--- config.mk ---
export PLATFORM = sky130hd
export DESIGN_NAME = ufef_seq_flat
export DESIGN_NICKNAME = d
export VERILOG_FILES = /design/src/design/assert_macros.svh /design/src/design/ufef_pkg.sv /design/src/design/ufef_req_if.sv /design/src/design/ufef_seq.sv /design/src/flat_wrapper.sv
export SDC_FILE = /design/constraint.sdc
export NUM_CORES = 1
export LEC_CHECK = 0
export ABC_AREA = 0
export BUFFER_PORTS_ARGS = -buffer_cell sky130_fd_sc_hd__buf_2
export CAP_MARGIN = 20
export CORE_UTILIZATION = 60
export CTS_BUF_LIST = sky130_fd_sc_hd__clkbuf_8
export DETAILED_ROUTE_END_ITERATION = 6
export MAX_ROUTING_LAYER = met4
export PLACE_DENSITY = 0.87
export SYNTH_ARGS = -nofsm -noshare
export SYNTH_HDL_FRONTEND = slang
export SYNTH_SLANG_ARGS = --single-unit
export TNS_END_PERCENT = 5
--- constraint.sdc ---
create_clock -name clock -period 4.3 [get_ports clock]
set_input_delay 0.43 -clock clock [delete_from_list [all_inputs] [get_ports clock]]
set_output_delay 0.43 -clock clock [all_outputs]
set_load 0.05 [all_outputs]
--- src/design/assert_macros.svh ---
// Assertion macros shared by the union-find edge filter RTL.
// Needs nothing else; include with the bare file name.
`ifndef ASSERT_MACROS_SVH
`define ASSERT_MACROS_SVH

// Same-cycle implication, disabled while reset is high.
`define UFEF_ASSERT_NOW(label, clk, rst, ante, cons, msg) \
   label: assert property (@(posedge clk) disable iff (rst) (ante) |-> (cons)) else $error(msg);

// Next-cycle implication, disabled while reset is high.
`define UFEF_ASSERT_NEXT(label, clk, rst, ante, cons, msg) \
   label: assert property (@(posedge clk) disable iff (rst) (ante) |=> (cons)) else $error(msg);

`endif

--- src/design/ufef_pkg.sv ---
// Package for the union-find edge filter: sizes, state encoding and
// the structs passed between the sequencer and the top level.
package ufef_pkg;

   localparam int NODES    = 1024;
   localparam int NODE_W   = (NODES > 2) ? $clog2(NODES) : 1;
   localparam int SIZE_W   = NODE_W + 1;
   localparam int FIELD_W  = 10;
   localparam int WEIGHT_W = 32;
   localparam int TOTAL_W  = 42;
   localparam int CMP_W    = ((FIELD_W > NODE_W) ? FIELD_W : NODE_W) + 1;

   localparam logic [TOTAL_W-1:0] TOTAL_MAX = {TOTAL_W{1'b1}};
   localparam logic [NODE_W-1:0]  LAST_NODE = NODE_W'(NODES - 1);

   typedef enum logic [2:0] {
      ST_CLEAR,
      ST_IDLE,
      ST_WALK,
      ST_HALVE,
      ST_SIZE_A,
      ST_SIZE_B,
      ST_RESP
   } ufef_state_type;

   typedef struct packed {
      logic              we;
      logic [NODE_W-1:0] waddr;
      logic [NODE_W-1:0] wdata;
      logic [NODE_W-1:0] raddr;
   } ufef_prt_port_type;

   typedef struct packed {
      logic              we;
      logic [NODE_W-1:0] waddr;
      logic [SIZE_W-1:0] wdata;
      logic [NODE_W-1:0] raddr;
   } ufef_size_port_type;

   typedef struct packed {
      logic               load;
      logic               accepted;
      logic [TOTAL_W-1:0] total_weight;
      logic               final_result;
   } ufef_result_type;

endpackage

--- src/design/ufef_req_if.sv ---
// Request channel of the union-find edge filter: one graph edge per request.
// Depends on ufef_pkg for the field widths.
interface ufef_req_if;
   import ufef_pkg::*;

   logic                valid;
   logic                ready;
   logic [FIELD_W-1:0]  first_node;
   logic [FIELD_W-1:0]  second_node;
   logic [WEIGHT_W-1:0] edge_weight;
   logic                last_edge;

   modport source (output valid, first_node, second_node, edge_weight, last_edge,
                   input ready);
   modport sink   (input valid, first_node, second_node, edge_weight, last_edge,
                   output ready);
endinterface

--- src/design/ufef_seq.sv ---
// Sequencer of the union-find edge filter: clearing pass, two root walks
// with path halving, union by size and the running total. Uses ufef_pkg.
module ufef_seq (
   input  logic                         clock,
   input  logic                         reset,
   ufef_req_if.sink                     req_chan,
   input  logic                         slot_free,
   input  logic [ufef_pkg::NODE_W-1:0]  prt_rdata,
   input  logic [ufef_pkg::SIZE_W-1:0]  size_rdata,
   output ufef_pkg::ufef_prt_port_type  prt_port,
   output ufef_pkg::ufef_size_port_type size_port,
   output ufef_pkg::ufef_result_type    result,
   output logic                         clearing
);
   import ufef_pkg::*;

   ufef_state_type       state_ff, state_in;
   logic [NODE_W-1:0]    clr_ff, clr_in;
   logic [NODE_W-1:0]    cur_ff, cur_in;
   logic [NODE_W-1:0]    root_a_ff, root_a_in;
   logic [NODE_W-1:0]    root_b_ff, root_b_in;
   logic [NODE_W-1:0]    sn_ff, sn_in;
   logic [SIZE_W-1:0]    size_a_ff, size_a_in;
   logic [WEIGHT_W-1:0]  weight_ff, weight_in;
   logic [TOTAL_W-1:0]   sum_ff, sum_in;
   logic                 phase_ff, phase_in;
   logic                 acc_ff, acc_in;
   logic                 last_ff, last_in;

   logic                 accept;
   logic                 in_range;
   logic                 at_root;
   logic [TOTAL_W:0]     sum_wide;
   logic [SIZE_W-1:0]    size_joined;

   assign accept   = req_chan.valid && req_chan.ready;
   assign in_range = ({{(CMP_W - FIELD_W){1'b0}}, req_chan.first_node} < CMP_W'(NODES)) &&
                     ({{(CMP_W - FIELD_W){1'b0}}, req_chan.second_node} < CMP_W'(NODES));
   assign at_root     = (prt_rdata == cur_ff);
   assign sum_wide    = {1'b0, sum_ff} + (TOTAL_W + 1)'(weight_ff);
   assign size_joined = size_a_ff + size_rdata;

   // Next state.
   always_comb begin
      state_in = state_ff;
      case (state_ff)
         ST_CLEAR: begin
            if (clr_ff == LAST_NODE) begin
               state_in = ST_IDLE;
            end
         end
         ST_IDLE: begin
            if (accept) begin
               state_in = in_range ? ST_WALK : ST_RESP;
            end
         end
         ST_WALK: begin
            if (!at_root) begin
               state_in = ST_HALVE;
            end else if (phase_ff) begin
               state_in = (root_a_ff == cur_ff) ? ST_RESP : ST_SIZE_A;
            end
         end
         ST_HALVE:  state_in = ST_WALK;
         ST_SIZE_A: state_in = ST_SIZE_B;
         ST_SIZE_B: state_in = ST_RESP;
         ST_RESP: begin
            if (slot_free) begin
               state_in = ST_IDLE;
            end
         end
         default:   state_in = ST_CLEAR;
      endcase
   end

   // Datapath and memory ports.
   always_comb begin
      clr_in    = clr_ff;
      cur_in    = cur_ff;
      root_a_in = root_a_ff;
      root_b_in = root_b_ff;
      sn_in     = sn_ff;
      size_a_in = size_a_ff;
      weight_in = weight_ff;
      sum_in    = sum_ff;
      phase_in  = phase_ff;
      acc_in    = acc_ff;
      last_in   = last_ff;
      prt_port  = '{we: 1'b0, waddr: cur_ff, wdata: prt_rdata, raddr: prt_rdata};
      size_port = '{we: 1'b0, waddr: root_b_ff, wdata: size_joined, raddr: root_a_ff};
      req_chan.ready = 1'b0;
      clearing       = 1'b0;
      result = '{load: 1'b0, accepted: acc_ff, total_weight: sum_ff,
                 final_result: last_ff};
      case (state_ff)
         ST_CLEAR: begin
            clearing        = 1'b1;
            prt_port.we     = 1'b1;
            prt_port.waddr  = clr_ff;
            prt_port.wdata  = clr_ff;
            size_port.we    = 1'b1;
            size_port.waddr = clr_ff;
            size_port.wdata = SIZE_W'(1);
            clr_in          = clr_ff + NODE_W'(1);
         end
         ST_IDLE: begin
            req_chan.ready = 1'b1;
            prt_port.raddr = NODE_W'(req_chan.first_node);
            if (accept) begin
               cur_in    = NODE_W'(req_chan.first_node);
               sn_in     = NODE_W'(req_chan.second_node);
               weight_in = req_chan.edge_weight;
               last_in   = req_chan.last_edge;
               phase_in  = 1'b0;
               acc_in    = 1'b0;
            end
         end
         ST_WALK: begin
            // prt_rdata is the parent of the current node.
            if (at_root) begin
               if (!phase_ff) begin
                  root_a_in      = cur_ff;
                  phase_in       = 1'b1;
                  cur_in         = sn_ff;
                  prt_port.raddr = sn_ff;
               end else begin
                  root_b_in       = cur_ff;
                  size_port.raddr = root_a_ff;
               end
            end
         end
         ST_HALVE: begin
            // prt_rdata is the grandparent: hang the current node on it and step there.
            prt_port.we = 1'b1;
            cur_in      = prt_rdata;
         end
         ST_SIZE_A: begin
            size_a_in       = size_rdata;
            size_port.raddr = root_b_ff;
         end
         ST_SIZE_B: begin
            // The loser's size is never read again once it stops being a root.
            acc_in          = 1'b1;
            sum_in          = sum_wide[TOTAL_W] ? TOTAL_MAX : sum_wide[TOTAL_W-1:0];
            prt_port.we     = 1'b1;
            size_port.we    = 1'b1;
            if (size_a_ff > size_rdata) begin
               prt_port.waddr  = root_b_ff;
               prt_port.wdata  = root_a_ff;
               size_port.waddr = root_a_ff;
            end else begin
               prt_port.waddr  = root_a_ff;
               prt_port.wdata  = root_b_ff;
               size_port.waddr = root_b_ff;
            end
         end
         ST_RESP: begin
            result.load = slot_free;
         end
         default: begin
            clearing = 1'b0;
         end
      endcase
   end

   always_ff @(posedge clock) begin
      if (reset) begin
         state_ff <= ST_CLEAR;
         clr_ff   <= '0;
         sum_ff   <= '0;
         phase_ff <= 1'b0;
         acc_ff   <= 1'b0;
      end else begin
         state_ff <= state_in;
         clr_ff   <= clr_in;
         sum_ff   <= sum_in;
         phase_ff <= phase_in;
         acc_ff   <= acc_in;
      end
   end

   always_ff @(posedge clock) begin
      cur_ff    <= cur_in;
      root_a_ff <= root_a_in;
      root_b_ff <= root_b_in;
      sn_ff     <= sn_in;
      size_a_ff <= size_a_in;
      weight_ff <= weight_in;
      last_ff   <= last_in;
   end

endmodule

--- src/flat_wrapper.sv ---
// flat-port wrapper written by rule: the top's interface ports become plain ports
module ufef_seq_flat import ufef_pkg::*;
  (clock, reset, slot_free, prt_rdata, size_rdata, prt_port, size_port, result, clearing, req_chan_valid, req_chan_first_node, req_chan_second_node, req_chan_edge_weight, req_chan_last_edge, req_chan_ready);
  ufef_req_if req_chan_i ();
  input  logic clock;
  input  logic reset;
  input  logic slot_free;
  input  logic [ufef_pkg::NODE_W-1:0] prt_rdata;
  input  logic [ufef_pkg::SIZE_W-1:0] size_rdata;
  output ufef_pkg::ufef_prt_port_type prt_port;
  output ufef_pkg::ufef_size_port_type size_port;
  output ufef_pkg::ufef_result_type result;
  output logic clearing;
  input wire logic [$bits(req_chan_i.valid)-1:0] req_chan_valid;
  input wire logic [$bits(req_chan_i.first_node)-1:0] req_chan_first_node;
  input wire logic [$bits(req_chan_i.second_node)-1:0] req_chan_second_node;
  input wire logic [$bits(req_chan_i.edge_weight)-1:0] req_chan_edge_weight;
  input wire logic [$bits(req_chan_i.last_edge)-1:0] req_chan_last_edge;
  output wire logic [$bits(req_chan_i.ready)-1:0] req_chan_ready;
  assign req_chan_i.valid = req_chan_valid;
  assign req_chan_i.first_node = req_chan_first_node;
  assign req_chan_i.second_node = req_chan_second_node;
  assign req_chan_i.edge_weight = req_chan_edge_weight;
  assign req_chan_i.last_edge = req_chan_last_edge;
  assign req_chan_ready = req_chan_i.ready;
  ufef_seq u_core (.clock(clock), .reset(reset), .req_chan(req_chan_i), .slot_free(slot_free), .prt_rdata(prt_rdata), .size_rdata(size_rdata), .prt_port(prt_port), .size_port(size_port), .result(result), .clearing(clearing));
endmodule
# == Yosys cells after proc, flatten, opt, wreduce, memory -nomap -nowiden ==
# Cells that the tools add are included.
# totals
reg_bits,141
in_bits,78
out_inout_bits,110
elab_cells,74
# classes
addsub,3
order_cmp,1
n_eq_ne,15
n_mux,29
n_bitwise,1
n_reduce_logical,13
# ops
operator,count
two-way mux 10 bit,7
adder 42 x 32 -> 43 bit,1
two-way mux 42 bit,1
case mux 20 bit (2 select lines),1
case mux 10 bit (3 select lines),1
case mux 11 bit (2 select lines),1
case mux 3 bit (7 select lines),1
equality test 10 bit,2
two-way mux 20 bit,1
case mux 10 bit (2 select lines),1
two-way mux 3 bit,5
adder 11 bit,1
greater-than comparator 11 bit,1
two-way mux 11 bit,1
"adder 10 x 1 -> 10 bit, second input constant",1
"equality test 10 bit, second input constant",1
"equality test 3 bit, second input constant",3
AND reduction 3 bit,3
AND reduction 4 bit,2
"equality test 3 x 2 -> 1 bit, second input constant",2
two-way mux 1 bit,6
"inequality test 2 x 1 -> 1 bit, second input constant",3
"inequality test 2 bit, second input constant",2
case mux 1 bit (2 select lines),2
other kinds (10),12

# == Logic depth before layout (Yosys ltp) ==
# Gate-level depths: netlist (run 1).
# logic_depth
depth_word,5
ltp_mapped,12
ltp_nobuf,11

# == Worst setup path before layout (run 1) ==
# OpenSTA, ideal clock, no wires.
# synth_path
path_type,input port to output port
from,input size_rdata[4] (netlist name)
to,output prt_port[20] (netlist name)
arrival_ns,3.131
slack_ns,0.739
stages,12
path_buffers,2
cell_sequence,inv_1 -> ha_1 -> a21o_1 -> a21o_1 -> a21oi_1 -> nor2_1 -> nor3_1 -> a41oi_1 -> buf_2 -> buf_2 -> mux2i_1 -> o21ai_0
# synth_rtl
item,line_no,source
start: declaration,flat_wrapper.sv:9,input logic [ufef_pkg::SIZE_W-1:0] size_rdata;
end: declaration,flat_wrapper.sv:10,output ufef_pkg::ufef_prt_port_type prt_port;

==> qor.yml, run 1 <==
status: "finished, final reports clean"
nNetsFinal: 1240
wl_met3_um: 1560
required_ps: 3870
highest_layer: "met4"
hold_slack_ps: 144
cts_setup_buffers: 0
met1_length_um: 9700
period_needed_ps: 3720
fp-row-count: 43
dieArea_um2: 15100
port_buffers: 187
htree_levels: 4
areaGrowthSynthToFinish_pct: 17.9
syn_inst: 930
r2r_start: "u_core.weight_ff[8]$_DFFE_PP_"
rsz0062_at_grt: "false"
finalWirelength_um: 23400
crit_fanout: 31
grt_usage_pct: 31.3
fin_skew_ps: 9.46
finish.utilization_pct: 73.6
fp.dieH_um: 123
firstDrtPassIters: 6
synthAdderAreaFrac_pct: 8.14
ys_seq_area_share_pct: 41.6
worst_setup_path_start_kind: "flip-flop"
maxSlewHeadroom_pct: 25.6
cts_hold_buf: 0
synth_fp_nets: 1064
grt_pass1_vias: 7266
synth_top_area_cell: "edfxtp_1"
synth.mux.area_fraction_pct: 4.96
synth-simple-area-share_pct: 16.0
grt_overflow: 0
synth-compound-area-share_pct: 19.2
tightest_slew_ps: 1110
power.density_nw_per_um2: 280
synth_warnings: 0
startpoint: "u_core.state_ff[0]$_SDFFE_PP0P_"
hold_start: "req_chan_second_node[4]"
yosys.cell_types.count: 70
gp_congestion: 0.935
fill_cells: 1018
drtAntennaViolNets: 0
synth_top_family_by_area: "compound AO/OA/AOI/OAI gates"
vias_per_cell: 6.20
yosys.area.top_type_share_pct: 28.7
leakage_nw: 4.47
final_max_slew_viol_count: 0
path_class: "flip-flop to primary output"
cts_buffer_depth: 2
initial_core_util_pct: 62.4
synth_area_leaders: "edfxtp_1 29%, dfxtp_1 13%, ha_1 7.7%"
synth_top_flop_cell: "edfxtp_1"
synth-edff-count: 84
vdd_ir_drop_max_v: 0.000238
synthesis.area_um2: 8800
drive_gt1_share_pct: 23.8
multi_input_area_um2: 4810
drtIter0Drc: 822
hold_path.class: "input port to flip-flop"
place_area_um2: 9900
num_vias: 8060
clkTransAtPathRegs_ps: 80
core_um2: 14100
synth.avg_cell_area_um2: 9.46
drc: 0
grt_max_degree: 39
die_x_um: 123
met2WireLength_um: 11300
root_buffer: "clkbuf_8"
place_hpwl_um: 16700
layout_commonest_cell: "buf_2"
ff_latch_area_um2: 3660
cts_resized: 0
crit_path_end_kind: "primary output"
numClockSinks: 141
cts_tree: "done"
grt_pass1_wl_um: 35400
final_area_um2: 10400
cap_viol_max_count: 0
antenna_found_initial: 0
synth-xor-area-share_pct: 6.17
tns_ps: 0
final_cell_mix: "187 x buf_2, 86 x nor2_1, 84 x edfxtp_1"
setup_viol: 0
synth_seq_cells: 141
insertion_delay_ps: 450
crit_arrival_ps: 3290
async_flop_share_pct: 0
final_hold_viol_count: 0
pin_count: 188
finalPower_mw: 2.90
numCtsBuffers: 17
final.period_utilization_pct: 86.5
fmax_mhz: 269
wl_per_cell_um: 18.0
[flip-flops by register name (all words and copies together), names as in the netlist, 3 cells and up]
signal            cells
u_core.cur_ff        10
u_core.sn_ff         10
u_core.root_a_ff     10
u_core.root_b_ff     10
u_core.state_ff       3
u_core.clr_ff        10
u_core.weight_ff     32
u_core.sum_ff        42
u_core.size_a_ff     11
[path summary, 6_finish.rpt]
check	end	slack [ps]	cells after the start
setup / recovery	prt_port[21]	580	7
hold / removal	u_core.sn_ff[4]$_DFFE_PP_	140	1
setup reg to reg	u_core.sum_ff[12]$_SDFFE_PP0P_	1010	10
hold reg to reg	u_core.acc_ff$_SDFFE_PP0P_	490	2
[through the flow]
step | worst slack [ps] | cells
CTS | 595 | 1299
finish | 581 | 1300
detailed placement | 914 | 1267
global placement | 968 | 1266
global route | 398 | 1299
floorplan | 739 | 930
[report_power, final]
| group | leakage (nW) | internal (mW) | switching [mW] |
|---|---|---|---|
| sequential | 1.21 | 1.43 | 0.00562 |
| clock | 0.241 | 0.741 | 0.514 |
| combinational | 3.02 | 0.0770 | 0.136 |
[synthesized netlist by cell type, types with 7 or more instances]
master,number
a211oi_1,20
inv_1,39
nand4_1,17
nor4_1,7
a22oi_1,10
mux2_2,21
a21o_1,17
buf_2,8
edfxtp_1,84
nor3_1,47
nand2_1,70
a31oi_1,8
a21oi_1,67
dfxtp_1,57
xnor2_1,28
o21a_1,7
mux2i_1,20
o21ai_0,52
nor2_1,87
nand3_1,15
a221o_1,20
ha_1,54
xor2_1,34
and2_1,14
clkbuf_1,26
o21bai_1,11
[final cells by class]
cell class / instances / share of cell area [%]
Antenna cell: 1 / 0.0241
Clock buffer: 17 / 2.26
Clock inverter: 15 / 2.23
Inverter: 39 / 1.41
Multi-Input combinational cell: 706 / 46.4
Sequential cell: 141 / 35.3
Tap cell: 180 / 2.17
Timing Repair Buffer: 201 / 10.2
[per-layer routing]
layer	vias up	global-route usage (%)
li1	3792	-
met1	3789	38.2
met2	399	50.8
met3	80	6.18
met4	0	13.2
met5	-	-
[critical path, stage by stage, from the launching register on]
cell and delay, ps:
dfxtp_1 1060, or3_1 300, inv_1 360, nor2_2 210
buf_4 320, a21oi_1 130, o21ai_0 130, buf_2 320
[cell families after synthesis]
| family | count (synthesis) |
|---|---|
| simple gates | 293 |
| compound gates | 254 |
| flops | 141 |
| buf+inv | 83 |
| xor+xnor | 62 |
| fa+ha+maj | 56 |
| mux | 41 |
(Power assumes the default switching activity.)
==> run 2: changes to the inputs <==
--- a/config.mk
+++ b/config.mk
@@ -9,9 +9,8 @@
 export BUFFER_PORTS_ARGS = -buffer_cell sky130_fd_sc_hd__buf_2
 export CAP_MARGIN = 20
 export CORE_UTILIZATION = 60
-export CTS_BUF_LIST = sky130_fd_sc_hd__clkbuf_8
+export CTS_BUF_LIST = sky130_fd_sc_hd__clkbuf_16
 export DETAILED_ROUTE_END_ITERATION = 6
-export MAX_ROUTING_LAYER = met4
 export PLACE_DENSITY = 0.87
 export SYNTH_ARGS = -nofsm -noshare
 export SYNTH_HDL_FRONTEND = slang
==> run 2 against run 1 <==
Against the previous run: register-to-register slack about the same; clock power up 26%; critical path type unchanged; largest cell class unchanged; total power up 12%; final cell count about the same.
==> qor.yml, run 2 (synthesized netlist as in run 1, its figures left out) <==
root_buffer: "clkbuf_16"
power.density_nw_per_um2: 308
dieArea_um2: 15100
layout_commonest_cell: "buf_2"
leakage_nw: 4.56
initial_core_util_pct: 62.4
cap_viol_max_count: 0
power.switching_mw: 0.706
firstDrtPassIters: 6
grt_pass1_wl_um: 36000
port_buffers: 187
path_class: "flip-flop to primary output"
crit_arrival_ps: 3460
vdd_ir_drop_max_v: 0.000376
vias_per_cell: 6.29
p_int_mw: 2.54
drtIter0Drc: 916
required_ps: 3870
clkTransAtPathRegs_ps: 60
insertion_delay_ps: 430
worst_setup_path_start_kind: "flip-flop"
numClockSinks: 141
largest_reg_flops: 42
die_x_um: 123
cts_hold_buf: 0
nNetsFinal: 1240
pin_count: 188
grt_pass1_vias: 7350
antenna_found_initial: 0
crit_fanout: 20
grt_overflow: 0
numCtsBuffers: 17
cts_buffer_depth: 2
finalWirelength_um: 23900
p_sw_share_pct: 21.8
crit_path_end_kind: "primary output"
antennaDiodeCount: 0
hold_path.class: "input port to flip-flop"
period_needed_ps: 3890
reg.largest.list: "u_core.sum_ff: 42 flops, u_core.weight_ff: 32 flops, u_core.size_a_ff: 11 flops"
comb_power_share_pct: 6.6
drc: 0
clkPwrFrac_pct: 49.2
drtAntennaViolNets: 0
place_hpwl_um: 16700
finish.utilization_pct: 74.8
fin_skew_ps: 8.77
final_cell_mix: "187 x buf_2, 86 x nor2_1, 84 x edfxtp_1"
gp_congestion: 0.919
tns_ps: 0
cts_resized: 0
final_hold_viol_count: 0
areaGrowthSynthToFinish_pct: 19.9
top_register: "u_core.sum_ff"
grt_max_degree: 39
fmax_mhz: 257
rsz0062_at_grt: "false"
final.period_utilization_pct: 90.4
core_um2: 14100
htree_levels: 4
setup_viol: 0
maxSlewHeadroom_pct: 26.3
fill_cells: 982
tightest_slew_ps: 1100
num_vias: 8168
pwr-share-seq_pct: 44.2
grt_usage_pct: 31.1
cts_setup_buffers: 0
fp.dieH_um: 123
drive_gt1_share_pct: 23.8
wl_per_cell_um: 18.4
status: "finished, final reports clean"
cts_tree: "done"
final_max_slew_viol_count: 0
fp-row-count: 43
run 2: cell count changes in the layout (fill, tap and decap cells not counted), sizes merged:
cell,before,now
bufinv,6,4
clkbuf,17,19
diode,1,0
run 2: critical path: stages (launching register included):
cell,delay (ps)
edfxtp_1,400
ha_1,370
nand4_1,150
nor2_1,300
o21ai_0,180
nand2_1,120
nor3_1,70
a41oi_2,160
buf_4,330
mux2_2,390
a221o_1,340
buf_2,210
run 2: power by group through the flow:
| stage | logic, mW | clock network (mW) | registers [mW] |
|---|---|---|---|
| after floorplan | 0.125 | 0 | 1.47 |
| after global placement | 0.203 | 0 | 1.46 |
| after detailed placement | 0.208 | 0 | 1.46 |
| after CTS | 0.212 | 1.61 | 1.43 |
| after global routing | 0.228 | 1.67 | 1.44 |
| final | 0.214 | 1.59 | 1.44 |
run 2: layout make-up:
| class | instances | area [µm²] | share of cell area [%] |
|---|---|---|---|
| clock inverters | 13 | 171 | 1.63 |
| clock buffers | 19 | 475 | 4.51 |
| flip-flops and latches | 141 | 3660 | 34.7 |
| multi-input cells | 706 | 4810 | 45.6 |
| inverters | 39 | 146 | 1.39 |
| well taps | 180 | 225 | 2.14 |
| repair buffers | 201 | 1050 | 9.99 |
run 2: routing by layer:
layer | GRT usage (%) | share of wire (%) | wire, µm | vias up
met3 | 6.23 | 7.9 | 1880 | 82
met4 | 14.4 | 3.6 | 861 | 0
li1 | - | - | - | 3799
met5 | 0 | 0 | 0 | -
met2 | 52.2 | 49 | 11700 | 447
met1 | 38.5 | 40 | 9480 | 3840
run 2: per-stage QoR:
step           hold WS (ps)  worst slack [ps]  instance area [µm²]  instances  power [mW]
2_1_floorplan           457               739                 8800        930        1.59
3_3_place_gp            468               968                 9880       1266        1.67
3_5_place_dp            473               914                 9900       1267        1.67
4_1_cts                 165               440                10500       1299        3.25
5_1_grt                 160               317                10500       1299        3.33
6_report                175               412                10500       1299        3.24
run 2: final timing paths:
path | to | slack (ps) | depth (start not counted) | from
setup / recovery | size_port[23] | 410 | 11 | u_core.size_a_ff[7]$_DFFE_PP_
hold / removal | u_core.weight_ff[5]$_DFFE_PP_ | 170 | 1 | req_chan_edge_weight[5]
setup reg to reg | u_core.sum_ff[12]$_SDFFE_PP0P_ | 1010 | 10 | u_core.weight_ff[8]$_DFFE_PP_
hold reg to reg | u_core.acc_ff$_SDFFE_PP0P_ | 490 | 2 | u_core.acc_ff$_SDFFE_PP0P_
==> run 3: changes to the inputs <==
--- a/config.mk
+++ b/config.mk
@@ -11,7 +11,9 @@
 export CORE_UTILIZATION = 60
 export CTS_BUF_LIST = sky130_fd_sc_hd__clkbuf_16
 export DETAILED_ROUTE_END_ITERATION = 6
+export HOLD_SLACK_MARGIN = 0.02
 export PLACE_DENSITY = 0.87
+export SKIP_CTS_REPAIR_TIMING = 1
 export SYNTH_ARGS = -nofsm -noshare
 export SYNTH_HDL_FRONTEND = slang
 export SYNTH_SLANG_ARGS = --single-unit
==> constraint.sdc (replaced) <==
create_clock -name clock -period 4.3 [get_ports clock]
set_input_delay 0.43 -clock clock [delete_from_list [all_inputs] [get_ports clock]]
set_output_delay 0.43 -clock clock [all_outputs]
set_load 0.02 [all_outputs]
==> run 3 against run 2 <==
Against the previous run: the flow now finishes with violations (design-rule violations); die area did not move; global-route usage rose by 0.55 points; sequential power hardly changed; worst hold slack got worse by 11 ps; combinational power decreased by 15%; count of clock-buffer cells in the layout shrank 2; highest routed layer unchanged; register-to-register slack improved by 60 ps; fmax rose by 6.4%; non-clock buffer count shrank 1; setup slack better by 230 ps; critical path depth unchanged; final cell count is the same.
==> qor.yml, run 3 (synthesized netlist as in run 1, its figures left out) <==
antenna_found_initial: 0
crit_path_end_kind: "primary output"
firstDrtPassIters: 7
dieArea_um2: 15100
clkTransAtPathRegs_ps: 60
final_cell_mix: "187 x buf_2, 86 x nor2_1, 84 x edfxtp_1"
drtIter0Drc: 783
critPathSlowestCell: "edfxtp_1"
p_sw_share_pct: 23.4
fin_skew_ps: 8.93
maxSlewHeadroom_pct: 28.1
dp.cells: 1266
largest_reg_flops: 42
cap_viol_max_count: 0
path_class: "flip-flop to primary output"
final-instance-count-excl-fill: 1299
p_int_mw: 2.30
slowest_delay_ps: 410
layout_commonest_cell: "buf_2"
initial_core_util_pct: 62.4
drtAntennaViolNets: 0
drive_gt1_share_pct: 23.9
cp_common_cell: "a21o_1"
pwr-share-seq_pct: 47.9
leakage_nw: 4.48
drc: 4
root_buffer: "clkbuf_16"
hold_path.class: "input port to flip-flop"
nNetsFinal: 1239
place_hpwl_um: 16900
grt_max_degree: 39
crit_fanout: 20
fmax_mhz: 274
final_max_slew_viol_count: 0
grt_pass1_vias: 7515
multi_input_area_um2: 4810
reg.largest.list: "u_core.sum_ff: 42 flops, u_core.weight_ff: 32 flops, u_core.size_a_ff: 11 flops"
grt_pass1_wl_um: 36800
rsz0062_at_grt: "false"
final.period_utilization_pct: 85.0
htree_levels: 4
top_register: "u_core.sum_ff"
fp.dieH_um: 123
port_buffers: 187
status: "finished with violations"
crit_arrival_ps: 3220
fp-row-count: 43
vdd_ir_drop_max_v: 0.000284
power.switching_mw: 0.701
final_hold_viol_count: 0
tightest_slew_ps: 1080
power.density_nw_per_um2: 287
pin_count: 188
violations: "design-rule violations"
finalWirelength_um: 23800
numClockSinks: 141
core_um2: 14100
wl_per_cell_um: 18.4
worst_setup_path_start_kind: "flip-flop"
grt_overflow: 0
numCtsBuffers: 17
crit_chain: "ha_1, a21o_1, a21o_1, a21oi_1, nor2_1, nor3_1, a41oi_2, buf_4, mux2_2, a221o_1, buf_2"
setup_viol: 0
num_vias: 8130
ff_latch_area_um2: 3660
vias_per_cell: 6.26
cts_tree: "done"
comb_power_share_pct: 6.1
clkPwrFrac_pct: 46.0
grt_usage_pct: 31.6
areaGrowthSynthToFinish_pct: 18.7
cts_buffer_depth: 2
gp_congestion: 0.902
period_needed_ps: 3650
fill_cells: 1018
insertion_delay_ps: 440
die_x_um: 123
tns_ps: 0
required_ps: 3870
-- run 3: path summary, 6_finish.rpt --
path / from / to / slack (ps) / cells past startpoint
hold reg to reg: u_core.sum_ff[10]$_SDFFE_PP0P_ / u_core.sum_ff[10]$_SDFFE_PP0P_ / 520 / 2
hold / removal: req_chan_edge_weight[6] / u_core.weight_ff[6]$_DFFE_PP_ / 160 / 1
setup / recovery: u_core.size_a_ff[4]$_DFFE_PP_ / size_port[21] / 650 / 11
setup reg to reg: u_core.weight_ff[8]$_DFFE_PP_ / u_core.sum_ff[5]$_SDFFE_PP0P_ / 1070 / 10
-- run 3: area by class of cell --
cell class / count / area share (%)
Timing Repair Buffer: 200 / 10.0
Antenna cell: 1 / 0.0240
Sequential cell: 141 / 35.1
Clock buffer: 17 / 4.07
Inverter: 39 / 1.40
Clock inverter: 15 / 1.19
Multi-Input combinational cell: 706 / 46.1
Tap cell: 180 / 2.16
-- run 3: metrics by stage --
step / utilization (%) / hold slack (ps) / instance area, µm² / worst slack (ps) / power [mW]
detailed placement: 70.2 / 506 / 9890 / 982 / 1.64
CTS: 74.1 / 158 / 10400 / 665 / 3.00
floorplan: - / 457 / 8800 / 1350 / 1.56
global placement: 70.0 / 468 / 9870 / 1020 / 1.63
finish: 74.1 / 164 / 10400 / 647 / 3.00
global route: 74.1 / 154 / 10400 / 428 / 3.07
-- run 3: worst max-delay path, delay by kind of cell, from the launching register on --
kind | cells | cell delay, ps
compound gates | 5 | 820
fa+ha+maj | 1 | 400
buf+inv | 2 | 500
flops | 1 | 410
mux | 1 | 400
simple gates | 2 | 240
-- run 3: power groups by stage --
stage	Combinational (mW)	Sequential, mW	Clock, mW
floorplan	0.0967	1.46	0
global placement	0.171	1.46	0
detailed placement	0.177	1.46	0
CTS	0.180	1.43	1.39
global route	0.197	1.43	1.44
finish	0.182	1.44	1.38
-- run 3: metal layers --
| metal | vias to the layer above | routed length, µm | GRT usage, % |
|---|---|---|---|
| met5 | - | 0 | 0 |
| met4 | 0 | 818 | 14.9 |
| met3 | 82 | 1600 | 7.20 |
| met2 | 408 | 11800 | 53.8 |
| met1 | 3849 | 9670 | 37.9 |
| li1 | 3791 | - | - |
